### src/rtl/gait_phase_timeline_top_assert.svh
`ifndef GAIT_PHASE_TIMELINE_TOP_ASSERT_SVH
`define GAIT_PHASE_TIMELINE_TOP_ASSERT_SVH

// same-cycle implication, sampled on clk, off during rst
`define GPT_ASSERT_NOW(lbl, ante, cons, msg) \
  lbl: assert property (@(posedge clk) disable iff (rst) (ante) |-> (cons)) \
    else $error(msg);

// next-cycle implication, sampled on clk, off during rst
`define GPT_ASSERT_NEXT(lbl, ante, cons, msg) \
  lbl: assert property (@(posedge clk) disable iff (rst) (ante) |=> (cons)) \
    else $error(msg);

`endif

### src/rtl/gpt_pkg.sv
package gpt_pkg;

  localparam int DEPTH_DEF = 16;
  localparam int LEGS_DEF  = 4;

  typedef enum logic [1:0] {
    FN_START  = 2'd0,
    FN_APPEND = 2'd1,
    FN_TRIM   = 2'd2,
    FN_QUERY  = 2'd3
  } func_t;

  typedef enum logic [1:0] {
    ST_OK    = 2'd0,
    ST_ORDER = 2'd1,
    ST_FULL  = 2'd2,
    ST_EMPTY = 2'd3
  } status_t;

  typedef enum logic [2:0] {
    S_IDLE,
    S_START,
    S_ISSUE,
    S_FIRST,
    S_SCAN,
    S_MUL,
    S_ADD,
    S_DONE
  } gpt_state_t;

  typedef struct packed {
    logic [31:0]      tstamp;
    logic [31:0]      phase;
    logic [23:0]      freq;
    logic [15:0]      swing;
    logic [2:0][15:0] offs;
  } seg_entry_t;

  typedef struct packed {
    func_t       func;
    logic [31:0] time_req;
    logic [15:0] start_phase;
    logic [23:0] frequency;
    logic [15:0] swing_ratio;
    logic [15:0] offset_leg1;
    logic [15:0] offset_leg2;
    logic [15:0] offset_leg3;
  } req_word_t;

  typedef struct packed {
    status_t     status;
    logic [15:0] phase_leg0;
    logic [15:0] phase_leg1;
    logic [15:0] phase_leg2;
    logic [15:0] phase_leg3;
    logic [3:0]  contact_flags;
    logic [23:0] seg_frequency;
    logic [15:0] seg_swing_ratio;
  } rsp_word_t;

endpackage

### src/rtl/gpt_ifs.sv
interface gpt_req_if;
  import gpt_pkg::*;

  logic      valid;
  logic      ready;
  req_word_t data;

  modport source (output valid, output data, input ready);
  modport sink (input valid, input data, output ready);
endinterface

interface gpt_rsp_if;
  import gpt_pkg::*;

  logic      valid;
  logic      ready;
  rsp_word_t data;

  modport source (output valid, output data, input ready);
  modport sink (input valid, input data, output ready);
endinterface

### src/rtl/gpt_seg_mem.sv
module gpt_seg_mem #(
  parameter int DEPTH = gpt_pkg::DEPTH_DEF
) (
  input  logic                     clk,
  input  logic                     wr_en,
  input  logic [$clog2(DEPTH)-1:0] wr_addr,
  input  gpt_pkg::seg_entry_t      wr_data,
  input  logic [$clog2(DEPTH)-1:0] rd_addr,
  output gpt_pkg::seg_entry_t      rd_data
);
  import gpt_pkg::*;

  seg_entry_t mem [DEPTH];

  always_ff @(posedge clk) begin
    if (wr_en) begin
      mem[wr_addr] <= wr_data;
    end
  end

  always_ff @(posedge clk) begin
    rd_data <= mem[rd_addr];
  end

endmodule

### src/rtl/gait_phase_timeline_top.sv
// channel | dir | payload                                      | accepted when
// req     | in  | func, time_req, start_phase, segment fields  | req.valid && req.ready
// rsp     | out | status, leg phases, contact, freq, swing     | rsp.valid && rsp.ready
//
// Start runs S_START, S_DONE; on an empty table words run S_ISSUE, S_DONE. Append, trim
// and query run S_ISSUE, S_FIRST, S_MUL, S_ADD, S_DONE; the last two add an S_SCAN per
// segment past the front. Refused appends, early queries, no-op trims skip S_MUL, S_ADD.
// One 32x24 multiplier forms every phase advance.
// rst clears state, head and count; segment storage holds no reset value.
// req.ready is high only in idle; a held rsp word stalls the next result.

`include "gait_phase_timeline_top_assert.svh"

module gait_phase_timeline_top #(
  parameter int DEPTH = gpt_pkg::DEPTH_DEF,
  parameter int LEGS  = gpt_pkg::LEGS_DEF
) (
  input logic       clk,
  input logic       rst,
  gpt_req_if.sink   req,
  gpt_rsp_if.source rsp
);
  import gpt_pkg::*;

  localparam int AW = $clog2(DEPTH);
  localparam int CW = $clog2(DEPTH + 1);

  gpt_state_t  state, state_next;
  logic [AW-1:0] head;
  logic [CW-1:0] count;
  logic [CW-1:0] k;
  logic [CW-1:0] kk;
  logic [AW-1:0] slot_k;
  logic [AW-1:0] wr_slot;
  req_word_t   cur;
  seg_entry_t  held;
  seg_entry_t  rd_data;
  seg_entry_t  wr_data;
  logic        wr_en;
  logic [AW-1:0] wr_addr;
  logic [31:0] dt;
  logic [31:0] prod;
  logic [55:0] prod_full;
  logic [31:0] ph;
  logic        lt, early;
  logic [15:0] leg_off [4];
  logic [15:0] leg_ph  [4];
  logic [3:0]  flags;
  rsp_word_t   res;
  rsp_word_t   out_q;
  logic        out_valid;
  logic        out_free;

  function automatic logic [AW-1:0] slot_of(logic [AW-1:0] h, logic [CW-1:0] n);
    logic [CW:0] sum;
    sum = (CW+1)'(h) + (CW+1)'(n);
    if (sum >= (CW+1)'(DEPTH)) begin
      sum = sum - (CW+1)'(DEPTH);
    end
    return sum[AW-1:0];
  endfunction

  gpt_seg_mem #(.DEPTH(DEPTH)) u_mem (
    .clk     (clk),
    .wr_en   (wr_en),
    .wr_addr (wr_addr),
    .wr_data (wr_data),
    .rd_addr (slot_k),
    .rd_data (rd_data)
  );

  assign req.ready = (state == S_IDLE);
  assign rsp.valid = out_valid;
  assign rsp.data  = out_q;
  assign out_free  = !out_valid || rsp.ready;

  assign lt        = rd_data.tstamp < cur.time_req;
  assign early     = cur.time_req < rd_data.tstamp;
  assign prod_full = 56'(dt) * 56'(held.freq);
  assign ph        = held.phase + prod;

  always_comb begin
    unique case (state)
      S_ISSUE: kk = (cur.func == FN_APPEND) ? count - CW'(1) : '0;
      S_FIRST: kk = CW'(1);
      S_SCAN:  kk = k + CW'(1);
      S_MUL:   kk = (cur.func == FN_APPEND) ? count : k - CW'(1);
      default: kk = '0;
    endcase
    slot_k = slot_of(head, kk);
  end

  always_comb begin
    leg_off[0] = '0;
    for (int i = 1; i < 4; i++) begin
      leg_off[i] = held.offs[i-1];
    end
    for (int i = 0; i < 4; i++) begin
      leg_ph[i] = (i < LEGS) ? ph[15:0] + leg_off[i] : '0;
      flags[i]  = (i < LEGS) && (leg_ph[i] >= held.swing);
    end
  end

  always_comb begin
    state_next = state;
    unique case (state)
      S_IDLE: begin
        if (req.valid) begin
          state_next = (req.data.func == FN_START) ? S_START : S_ISSUE;
        end
      end
      S_START: state_next = S_DONE;
      S_ISSUE: state_next = (count == '0) ? S_DONE : S_FIRST;
      S_FIRST: begin
        if (cur.func == FN_APPEND) begin
          state_next = (!lt || count >= CW'(DEPTH)) ? S_DONE : S_MUL;
        end else if (early) begin
          state_next = S_DONE;
        end else if (!lt) begin
          state_next = (cur.func == FN_TRIM) ? S_DONE : S_MUL;
        end else begin
          state_next = (count > CW'(1)) ? S_SCAN : S_MUL;
        end
      end
      S_SCAN: begin
        if (!(lt && (k + CW'(1) < count))) begin
          state_next = S_MUL;
        end
      end
      S_MUL:  state_next = S_ADD;
      S_ADD:  state_next = S_DONE;
      S_DONE: begin
        if (out_free) begin
          state_next = S_IDLE;
        end
      end
      default: state_next = S_IDLE;
    endcase
  end

  always_comb begin
    wr_en   = 1'b0;
    wr_addr = wr_slot;
    wr_data = held;
    unique case (state)
      S_START: begin
        wr_en          = 1'b1;
        wr_addr        = '0;
        wr_data.tstamp = cur.time_req;
        wr_data.phase  = 32'(cur.start_phase);
        wr_data.freq   = cur.frequency;
        wr_data.swing  = cur.swing_ratio;
        wr_data.offs   = {cur.offset_leg3, cur.offset_leg2, cur.offset_leg1};
      end
      S_ADD: begin
        wr_en          = (cur.func != FN_QUERY);
        wr_data.tstamp = cur.time_req;
        wr_data.phase  = ph;
        if (cur.func == FN_APPEND) begin
          wr_data.freq  = cur.frequency;
          wr_data.swing = cur.swing_ratio;
          wr_data.offs  = {cur.offset_leg3, cur.offset_leg2, cur.offset_leg1};
        end
      end
      default: wr_en = 1'b0;
    endcase
  end

  always_ff @(posedge clk) begin
    if (rst) begin
      state     <= S_IDLE;
      head      <= '0;
      count     <= '0;
      out_valid <= 1'b0;
    end else begin
      state <= state_next;
      if (state == S_DONE && out_free) begin
        out_valid <= 1'b1;
      end else if (rsp.ready) begin
        out_valid <= 1'b0;
      end
      if (state == S_START) begin
        head  <= '0;
        count <= CW'(1);
      end
      if (state == S_MUL && cur.func == FN_TRIM) begin
        head  <= slot_k;
        count <= count - (k - CW'(1));
      end
      if (state == S_ADD && cur.func == FN_APPEND) begin
        count <= count + CW'(1);
      end
    end
  end

  always_ff @(posedge clk) begin
    case (state)
      S_IDLE: begin
        if (req.valid) begin
          cur <= req.data;
          res <= '0;
        end
      end
      S_ISSUE: begin
        k <= CW'(1);
        if (count == '0) begin
          res.status <= ST_EMPTY;
        end
      end
      S_FIRST: begin
        held <= rd_data;
        dt   <= cur.time_req - rd_data.tstamp;
        if (cur.func == FN_APPEND) begin
          if (!lt) begin
            res.status <= ST_ORDER;
          end else if (count >= CW'(DEPTH)) begin
            res.status <= ST_FULL;
          end
        end else if (early) begin
          res.status <= ST_ORDER;
        end
      end
      S_SCAN: begin
        if (lt) begin
          held <= rd_data;
          dt   <= cur.time_req - rd_data.tstamp;
          k    <= k + CW'(1);
        end
      end
      S_MUL: begin
        prod    <= prod_full[47:16];
        wr_slot <= slot_k;
      end
      S_ADD: begin
        if (cur.func == FN_QUERY) begin
          res.phase_leg0      <= leg_ph[0];
          res.phase_leg1      <= leg_ph[1];
          res.phase_leg2      <= leg_ph[2];
          res.phase_leg3      <= leg_ph[3];
          res.contact_flags   <= flags;
          res.seg_frequency   <= held.freq;
          res.seg_swing_ratio <= held.swing;
        end
      end
      S_DONE: begin
        if (out_free) begin
          out_q <= res;
        end
      end
      default: begin
      end
    endcase
  end

  `GPT_ASSERT_NOW(a_count_max, 1'b1, count <= CW'(DEPTH), "entry count beyond depth")
  `GPT_ASSERT_NOW(a_head_range, 1'b1, head <= AW'(DEPTH - 1), "head index beyond depth")
  `GPT_ASSERT_NOW(a_start_load, $past(state) == S_START,
    count == CW'(1) && head == '0, "start did not load a single segment")
  `GPT_ASSERT_NEXT(a_append_grow, state == S_ADD && cur.func == FN_APPEND,
    count == $past(count) + CW'(1), "append did not grow the ring")
  `GPT_ASSERT_NOW(a_fail_zero, rsp.valid && rsp.data.status != ST_OK,
    rsp.data.phase_leg0 == '0 && rsp.data.contact_flags == '0 &&
    rsp.data.seg_frequency == '0, "failed word carries payload")

endmodule

### src/flat_wrapper.sv
// flat-port wrapper written by rule: the top's interface ports become plain ports
module gait_phase_timeline_top_flat import gpt_pkg::*;
#(
  parameter int DEPTH = gpt_pkg::DEPTH_DEF,
  parameter int LEGS  = gpt_pkg::LEGS_DEF
)
  (clk, rst, req_valid, req_data, req_ready, rsp_valid, rsp_data, rsp_ready);
  gpt_req_if req_i ();
  gpt_rsp_if rsp_i ();
  input logic clk;
  input logic rst;
  input wire logic [$bits(req_i.valid)-1:0] req_valid;
  input wire logic [$bits(req_i.data)-1:0] req_data;
  output wire logic [$bits(req_i.ready)-1:0] req_ready;
  output wire logic [$bits(rsp_i.valid)-1:0] rsp_valid;
  output wire logic [$bits(rsp_i.data)-1:0] rsp_data;
  input wire logic [$bits(rsp_i.ready)-1:0] rsp_ready;
  assign req_i.valid = req_valid;
  assign req_i.data = req_data;
  assign req_ready = req_i.ready;
  assign rsp_valid = rsp_i.valid;
  assign rsp_data = rsp_i.data;
  assign rsp_i.ready = rsp_ready;
  gait_phase_timeline_top #(.DEPTH(DEPTH), .LEGS(LEGS)) u_core (.clk(clk), .rst(rst), .req(req_i), .rsp(rsp_i));
endmodule
### config.mk
export PLATFORM = sky130hd
export DESIGN_NAME = gait_phase_timeline_top_flat
export DESIGN_NICKNAME = d
export VERILOG_FILES = /design/src/rtl/gpt_pkg.sv /design/src/rtl/gpt_ifs.sv /design/src/rtl/gpt_seg_mem.sv /design/src/rtl/gait_phase_timeline_top.sv /design/src/flat_wrapper.sv
export VERILOG_INCLUDE_DIRS = /design/src /design/src/rtl
export SDC_FILE = /design/constraint.sdc
export NUM_CORES = 2
export LEC_CHECK = 0
export BUFFER_PORTS_ARGS = -buffer_cell sky130_fd_sc_hd__buf_2
export CAP_MARGIN = 0
export CORE_AREA = 2 2 459 461
export CTS_CLUSTER_DIAMETER = 150
export CTS_CLUSTER_SIZE = 28
export DETAILED_ROUTE_END_ITERATION = 10
export DIE_AREA = 0 0 461 463
export MAX_ROUTING_LAYER = met4
export PLACE_DENSITY = 0.76
export SLEW_MARGIN = 25
export SYNTH_ARGS = -nofsm -noshare
export SYNTH_HDL_FRONTEND = slang
export SYNTH_SLANG_ARGS = --single-unit
export TNS_END_PERCENT = 100
### constraint.sdc
create_clock -name clk -period 18.6 [get_ports clk]
set_input_delay 0 -clock clk [delete_from_list [all_inputs] [get_ports clk]]
set_output_delay 0 -clock clk [all_outputs]
set_load 0.01 [all_outputs]
## Yosys cells after proc, flatten, opt, wreduce, memory -nomap -nowiden

Memory sizes are Yosys's and may differ from the RTL's. A register that Yosys moved wholly into a read port is not among the register bits.
Index checks and enable logic that the tools add are counted.

| operators by class | value |
|---|---|
| add/subtract/negate cells | 12 |
| $mul | 1 |
| order comparisons | 10 |
| equality and inequality tests | 19 |
| mux-type cells | 44 |
| reductions and logical operators | 26 |

Operator list:

| cell | number |
|---|---|
| case mux 152 bit (2 select lines) | 2 |
| case mux 108 bit (2 select lines) | 1 |
| two-way mux 152 bit | 1 |
| two-way mux 110 bit | 1 |
| two-way mux 108 bit | 1 |
| two-way mux 88 bit | 1 |
| greater-or-equal comparator 16 bit | 4 |
| less-than comparator 32 bit | 2 |
| case mux 32 bit (2 select lines) | 1 |
| adder 16 bit | 3 |
| multiplier 32 x 24 -> 48 bit | 1 |
| adder 32 bit | 1 |
| two-way mux 32 bit | 1 |
| subtractor 32 bit | 1 |
| two-way mux 5 bit | 6 |
| two-way mux 3 bit | 7 |
| case mux 3 bit (7 select lines) | 1 |
| case mux 5 bit (4 select lines) | 1 |
| two-way mux 2 bit | 8 |
| two-way mux 4 bit | 4 |
| == test 3 bit (second input constant) | 4 |
| adder 5 x 1 -> 5 bit (second input constant) | 2 |
| case mux 5 bit (2 select lines) | 1 |
| nonzero test 2 bit | 5 |
| other kinds (30) | 52 |

| storage, ports and cells | value |
|---|---|
| bits in registers | 596 |
| memory bits (writable) | 2432 |
| input port bits | 142 |
| logic and storage cells | 152 |
| memories | 1 |

Memory list:

| memory | words | bits a word | rd ports | clocked after Yosys merged registers in | write ports | line | text |
|---|---|---|---|---|---|---|---|
| u_core.u_mem.mem | 16 | 152 | 1 | 1 | 1 | gpt_seg_mem.sv:13 | `seg_entry_t mem [DEPTH];` |

## Longest topological paths before layout

| depth | value |
|---|---|
| depth after elaboration | 7 |
| mapped depth | 26 |
| depth with buffers taken out | 25 |

## Cells and area by module

From an unflattened synthesis, not the netlist that was laid out.

| unflattened totals | value |
|---|---|
| cell total of the unflattened synthesis | 8497 |
| area, all modules | 144737.6 um2 |

Modules (own cells, without submodules):

| module | times used | cells an instance | area each (um2) | sequential area each (um2) |
|---|---|---|---|---|
| gpt_seg_mem | 1 | 3972 | 94464.3 | 76073.0 |
| gait_phase_timeline_top | 1 | 4525 | 50273.2 | 17767.0 |

## Least setup slack after synthesis

OpenSTA, ideal clock, no wires.

| path | value |
|---|---|
| path kind | register to register |
| start | register u_core.state[0] |
| end | register u_core.dt[0], enable pin |
| arrival time | 12.663 ns |
| data required time | 17.672 ns |
| setup slack | 5.009 ns |
| stages on the path, launching flop included | 5 |
| buffers on the path | 2 |
| clock period less this slack | 13.591 ns |
| path through | dfxtp_1 -> clkbuf_1 -> clkbuf_1 -> nand2_1 -> o21ai_0 |

| between the ends | value |
|---|---|
| cells in the longest elaborated chain, start to end | 3 |
| elaborated cells between the ends (all ways) | 5 |
| those cells by class | 3 x eq/ne; 2 x reduce/logical |

Ends and longest elaborated chain:

| item | line | text |
|---|---|---|
| start, declared | gait_phase_timeline_top.sv:28 | `gpt_state_t state, state_next;` |
| start signal, assigned | gait_phase_timeline_top.sv:176 | `state <= state_next;` |
| == test 3 bit / == test 3 x 2 -> 1 bit (equally long branches) | gait_phase_timeline_top.sv:197 | `case (state)` |
| inequality test 2 x 1 -> 1 bit (no source line) / nonzero test 2 bit (equally long branches) | n/a |  |
| AND reduction 2 bit (no source line) (*) | n/a |  |
| end signal, assigned | gait_phase_timeline_top.sv:212 | `dt <= cur.time_req - rd_data.tstamp;` |
| end signal, assigned | gait_phase_timeline_top.sv:226 | `dt <= cur.time_req - rd_data.tstamp;` |
| end, declared | gait_phase_timeline_top.sv:41 | `logic [31:0] dt;` |

Every way passes the cells marked *; elsewhere a longest branch is shown, timed or not.
A chain may end at the register's enable or synchronous reset.

## Final worst setup path

| path | value |
|---|---|
| start | register u_core.held[73] (netlist name) |
| end | register u_core.prod[15] (data pin) |

| between the ends | value |
|---|---|
| cells in the longest elaborated chain, start to end | 1 |

Ends and longest elaborated chain:

| item | line | text |
|---|---|---|
| start, declared | gait_phase_timeline_top.sv:36 | `seg_entry_t held;` |
| start signal, assigned | gait_phase_timeline_top.sv:211 | `held <= rd_data;` |
| start signal, assigned | gait_phase_timeline_top.sv:225 | `held <= rd_data;` |
| multiplier 32 x 24 -> 48 bit | gait_phase_timeline_top.sv:79 | `assign prod_full = 56'(dt) * 56'(held.freq);` |
| via u_core.prod_full[31] | gait_phase_timeline_top.sv:43 | `logic [55:0] prod_full;` |
| end signal, assigned | gait_phase_timeline_top.sv:231 | `prod <= prod_full[47:16];` |
| end, declared | gait_phase_timeline_top.sv:42 | `logic [31:0] prod;` |

The timed path passes the listed nets, and every way through them passes these cells.

==> load_flow_metrics.sql <==
INSERT INTO impl_metrics (metric_group, metric, value, unit) VALUES
('die', 'floorplan.die_area', '213000', 'um2'),
('placed_design', 'post-place-ws', '11.13', 'ns'),
('detailed_routing', 'drtIter0Drc', '8016', ''),
('worst_setup_path', 'setup.worst_path.start_class', 'flop', ''),
('finish', 'fill_cell_total_of_the_finished_layout', '13900', ''),
('logic_synthesis', 'synthMostInstantiatedCell', 'edfxtp_1', ''),
('finish', 'final_nets', '7893', ''),
('worst_setup_path', 'crit_required', '19.14', 'ns'),
('finish', 'final-seq-area', '84900', 'um2'),
('die', 'io_pins', '254', ''),
('finish', 'multi_input_area', '36500', 'um2'),
('timing', 'skew', '0.0524', 'ns'),
('clock_network', 'cts.root.buffer_cell', 'clkbuf_16', ''),
('logic_synthesis', 'synth_seq_cells', '2876', ''),
('logic_synthesis', 'synth_fp_nets', '7396', ''),
('detailed_routing', 'routed_wire_length', '298000', 'um'),
('timing', 'tns', '0', 'ns'),
('timing', 'achievable-frequency', '134', 'MHz'),
('detailed_routing', 'detailedRoute.firstPassIterationCount', '5', ''),
('logic_synthesis', 'synth_top_cell_by_area', 'edfxtp_1', ''),
('finish', 'syn_to_final_growth', '9.08', '%'),
('logic_synthesis', 'post_synth_main_area_contributors', 'edfxtp_1 66%, mux4_2 12%, fa_1 6.4%, ha_1 2.6%, dfxtp_1 2.4%', ''),
('logic_synthesis', 'async_flop_share', '0', ''),
('detailed_routing', 'drtAntennaViolNets', '0', ''),
('timing', 'worst_hold_slack', '0.0356', 'ns'),
('hold_path', 'hold_path_class', 'in -> reg', ''),
('logic_synthesis', 'synth_top_cells_by_count', '2727 x edfxtp_1, 680 x mux4_2, 545 x inv_1, 395 x fa_1, 389 x and2_1', ''),
('detailed_routing', 'residual_drc_count', '0', ''),
('global_routing', 'gr-total-overflow', '0', ''),
('logic_synthesis', 'post_synth_edffs', '2727', ''),
('logic_synthesis', 'synth_top_area_frac', '0.659', ''),
('clock_network', 'cts_repair_resized_insts', '0', ''),
('placed_design', 'placement.io_buffers', '253', ''),
('worst_setup_path', 'worst_r2r_startpoint', 'u_core.held[73]$_DFFE_PP_', ''),
('die', 'die_width', '461', 'um'),
('timing', 'worst_pin_slew', '1.10', 'ns'),
('worst_setup_path', 'criticalPathCategory', 'reg -> reg', ''),
('die', 'initial_core_util', '0.596', ''),
('clock_network', 'cts_htree_levels', '3', ''),
('clock_network', 'clockBufferDepth', '3', ''),
('global_routing', 'grt_start_max_net_pins', '111', ''),
('global_routing', 'grt_first_pass_wirelength', '434000', 'um'),
('hold_path', 'worst_hold_path.num_cells', '2', ''),
('timing', 'shortest_period_the_worst_path_allows', '7.46', 'ns'),
('timing', 'report.final.hold_viol_count', '0', ''),
('timing', 'timing.final.crit_share', '0.401', ''),
('worst_setup_path', 'critPathMaxFanout', '25', ''),
('clock_network', 'cts.reportedPaths.clkPinSlew', '0.11', 'ns'),
('die', 'core', '209000', 'um2'),
('detailed_routing', 'detail_route.vias_per_cell', '6.31', ''),
('worst_setup_path', 'arrival_time_of_data_at_the_critical_path_endpoint', '8.00', 'ns'),
('global_routing', 'grtUsageTotal', '0.291', ''),
('run', 'max_cap_violations', '0', ''),
('status', 'outcome', 'finished, final reports clean', ''),
('logic_synthesis', 'yosysSeqAreaShare', '0.683', ''),
('timing', 'rsz0062_at_grt', 'false', ''),
('timing', 'setup_viol', '0', ''),
('hold_path', 'hold_path.startpoint', 'req_data[96]', ''),
('timing', 'max_slew_margin', '0.266', ''),
('placed_design', 'half_perimeter_wire_length_of_the_detailed_placement_result', '175000', 'um'),
('die', 'floorplan.rows', '168', ''),
('global_routing', 'first_global_vias', '64000', ''),
('finish', 'drive_above_1_share', '0.187', ''),
('worst_setup_path', 'timing.critical_path.to_type', 'flop', ''),
('worst_setup_path', 'reg2reg_to', 'u_core.prod[15]$_DFFE_PN_', ''),
('detailed_routing', 'detail_route.wl_per_cell', '29.8', 'um'),
('logic_synthesis', 'synth_cell_types', '74', ''),
('timing', 'post-route-worst-setup-slack', '11.14', 'ns'),
('logic_synthesis', 'post_synth_instance_area', '124000', 'um2'),
('logic_synthesis', 'post_synth_inst_count', '6599', ''),
('logic_synthesis', 'yosys_warnings', '0', '');
[cell families after synthesis]
kind of cell    count (synthesis)  synth area share
flops                        2876             0.683
simple gates                  918            0.0382
buf+inv                       827            0.0253
mux                           779             0.132
fa+ha+maj                     655            0.0898
compound gates                390            0.0209
xor+xnor                      154            0.0111
[timing repair]
| item | 4_1_cts | 5_1_grt |
|---|---|---|
| endpoints found under the hold margin | 190 | 0 |
| buffers inserted | 0 | 0 |
| hold buffers | 279 | 0 |
[layout make-up]
class                           instances  share of cell area
Tap cell                             2805              0.0259
Sequential cell                      2876               0.626
Antenna cell                            5           0.0000923
Multi-Input combinational cell       2896               0.269
Clock buffer                          192              0.0232
Timing Repair Buffer                  664              0.0392
Clock inverter                         11             0.00122
Inverter                              545              0.0151
[worst max-delay path by stage]
stage	from	end	slack [ns]	cells past startpoint
CTS	u_core.held[64]$_DFFE_PP_	u_core.prod[15]$_DFFE_PN_	11.04	22
finish	u_core.held[73]$_DFFE_PP_	u_core.prod[15]$_DFFE_PN_	11.14	23
detailed placement	u_core.held[64]$_DFFE_PP_	u_core.prod[15]$_DFFE_PN_	11.13	22
floorplan	u_core.state[0]$_SDFFE_PP0P_	u_core.dt[0]$_DFFE_PP_	5.01	4
global placement	u_core.held[64]$_DFFE_PP_	u_core.prod[15]$_DFFE_PN_	11.41	21
global route	u_core.held[73]$_DFFE_PP_	u_core.prod[15]$_DFFE_PN_	10.73	23
[per-stage QoR]
stage / util / cells / area [um2]
2_1_floorplan: - / 6599 / 124000
3_5_place_dp: 0.620 / 9501 / 129000
4_1_cts: 0.650 / 9983 / 135000
6_report: 0.650 / 9994 / 136000
5_1_grt: 0.650 / 9992 / 136000
3_3_place_gp: 0.620 / 9498 / 129000
[layer usage]
metal  track usage  wire [um]
met3        0.0376      26900
met5             -          0
met4        0.0901       9920
met1         0.408     115000
met2         0.453     147000
[state kept, by name (all words and copies together) (netlist names)]
register / count
u_core.held: 136
u_core.k: 5
u_core.rsp.valid: 1
u_core.rsp.data: 110
u_core.cur: 138
u_core.state: 3
u_core.wr_slot: 4
u_core.res: 110
u_core.prod: 16
u_core.u_mem.mem: 2176
u_core.head: 4
u_core.dt: 32
u_core.u_mem.rd_data: 136
u_core.count: 5
[cells in the final DEF (no fill, tap or decap), drive strengths merged, types with 5 or more instances in the layout]
master,n
nand2,277
o2111ai,6
and3,8
mux2,99
nand2b,24
clkinv,8
nor2,102
clkbuf,192
o21ai,92
a21o,49
dlygate4sd3,279
nand3,33
edfxtp,2727
o21bai,15
o211ai,5
or3,10
fa,395
nor2b,25
buf,385
diode,5
xnor2,119
a211oi,11
inv,548
a21oi,111
and2,391
ha,260
o31ai,6
xor2,35
nor3,25
mux4,680
o21a,21
a221oi,6
a21boi,6
dfxtp,149
a221o,17
a31oi,17
nand4,8
[critical path, stage by stage, from the launching register on]
cell      delay, ns
edfxtp_1       0.80
and2_1         0.36
fa_1           0.54
inv_1          0.06
fa_1           0.53
inv_1          0.05
fa_1           0.50
inv_1          0.06
fa_1           0.53
inv_1          0.05
fa_1           0.40
fa_1           0.54
inv_1          0.05
fa_1           0.48
inv_1          0.05
ha_1           0.34
a21o_1         0.18
a211oi_1       0.31
nor4b_1        0.35
o21a_1         0.27
o211ai_1       0.13
a31oi_1        0.31
o21bai_1       0.12
xnor2_1        0.15
Power is not shown: default switching activity piles up to over one toggle a cycle in this logic, so the estimate is an artifact.
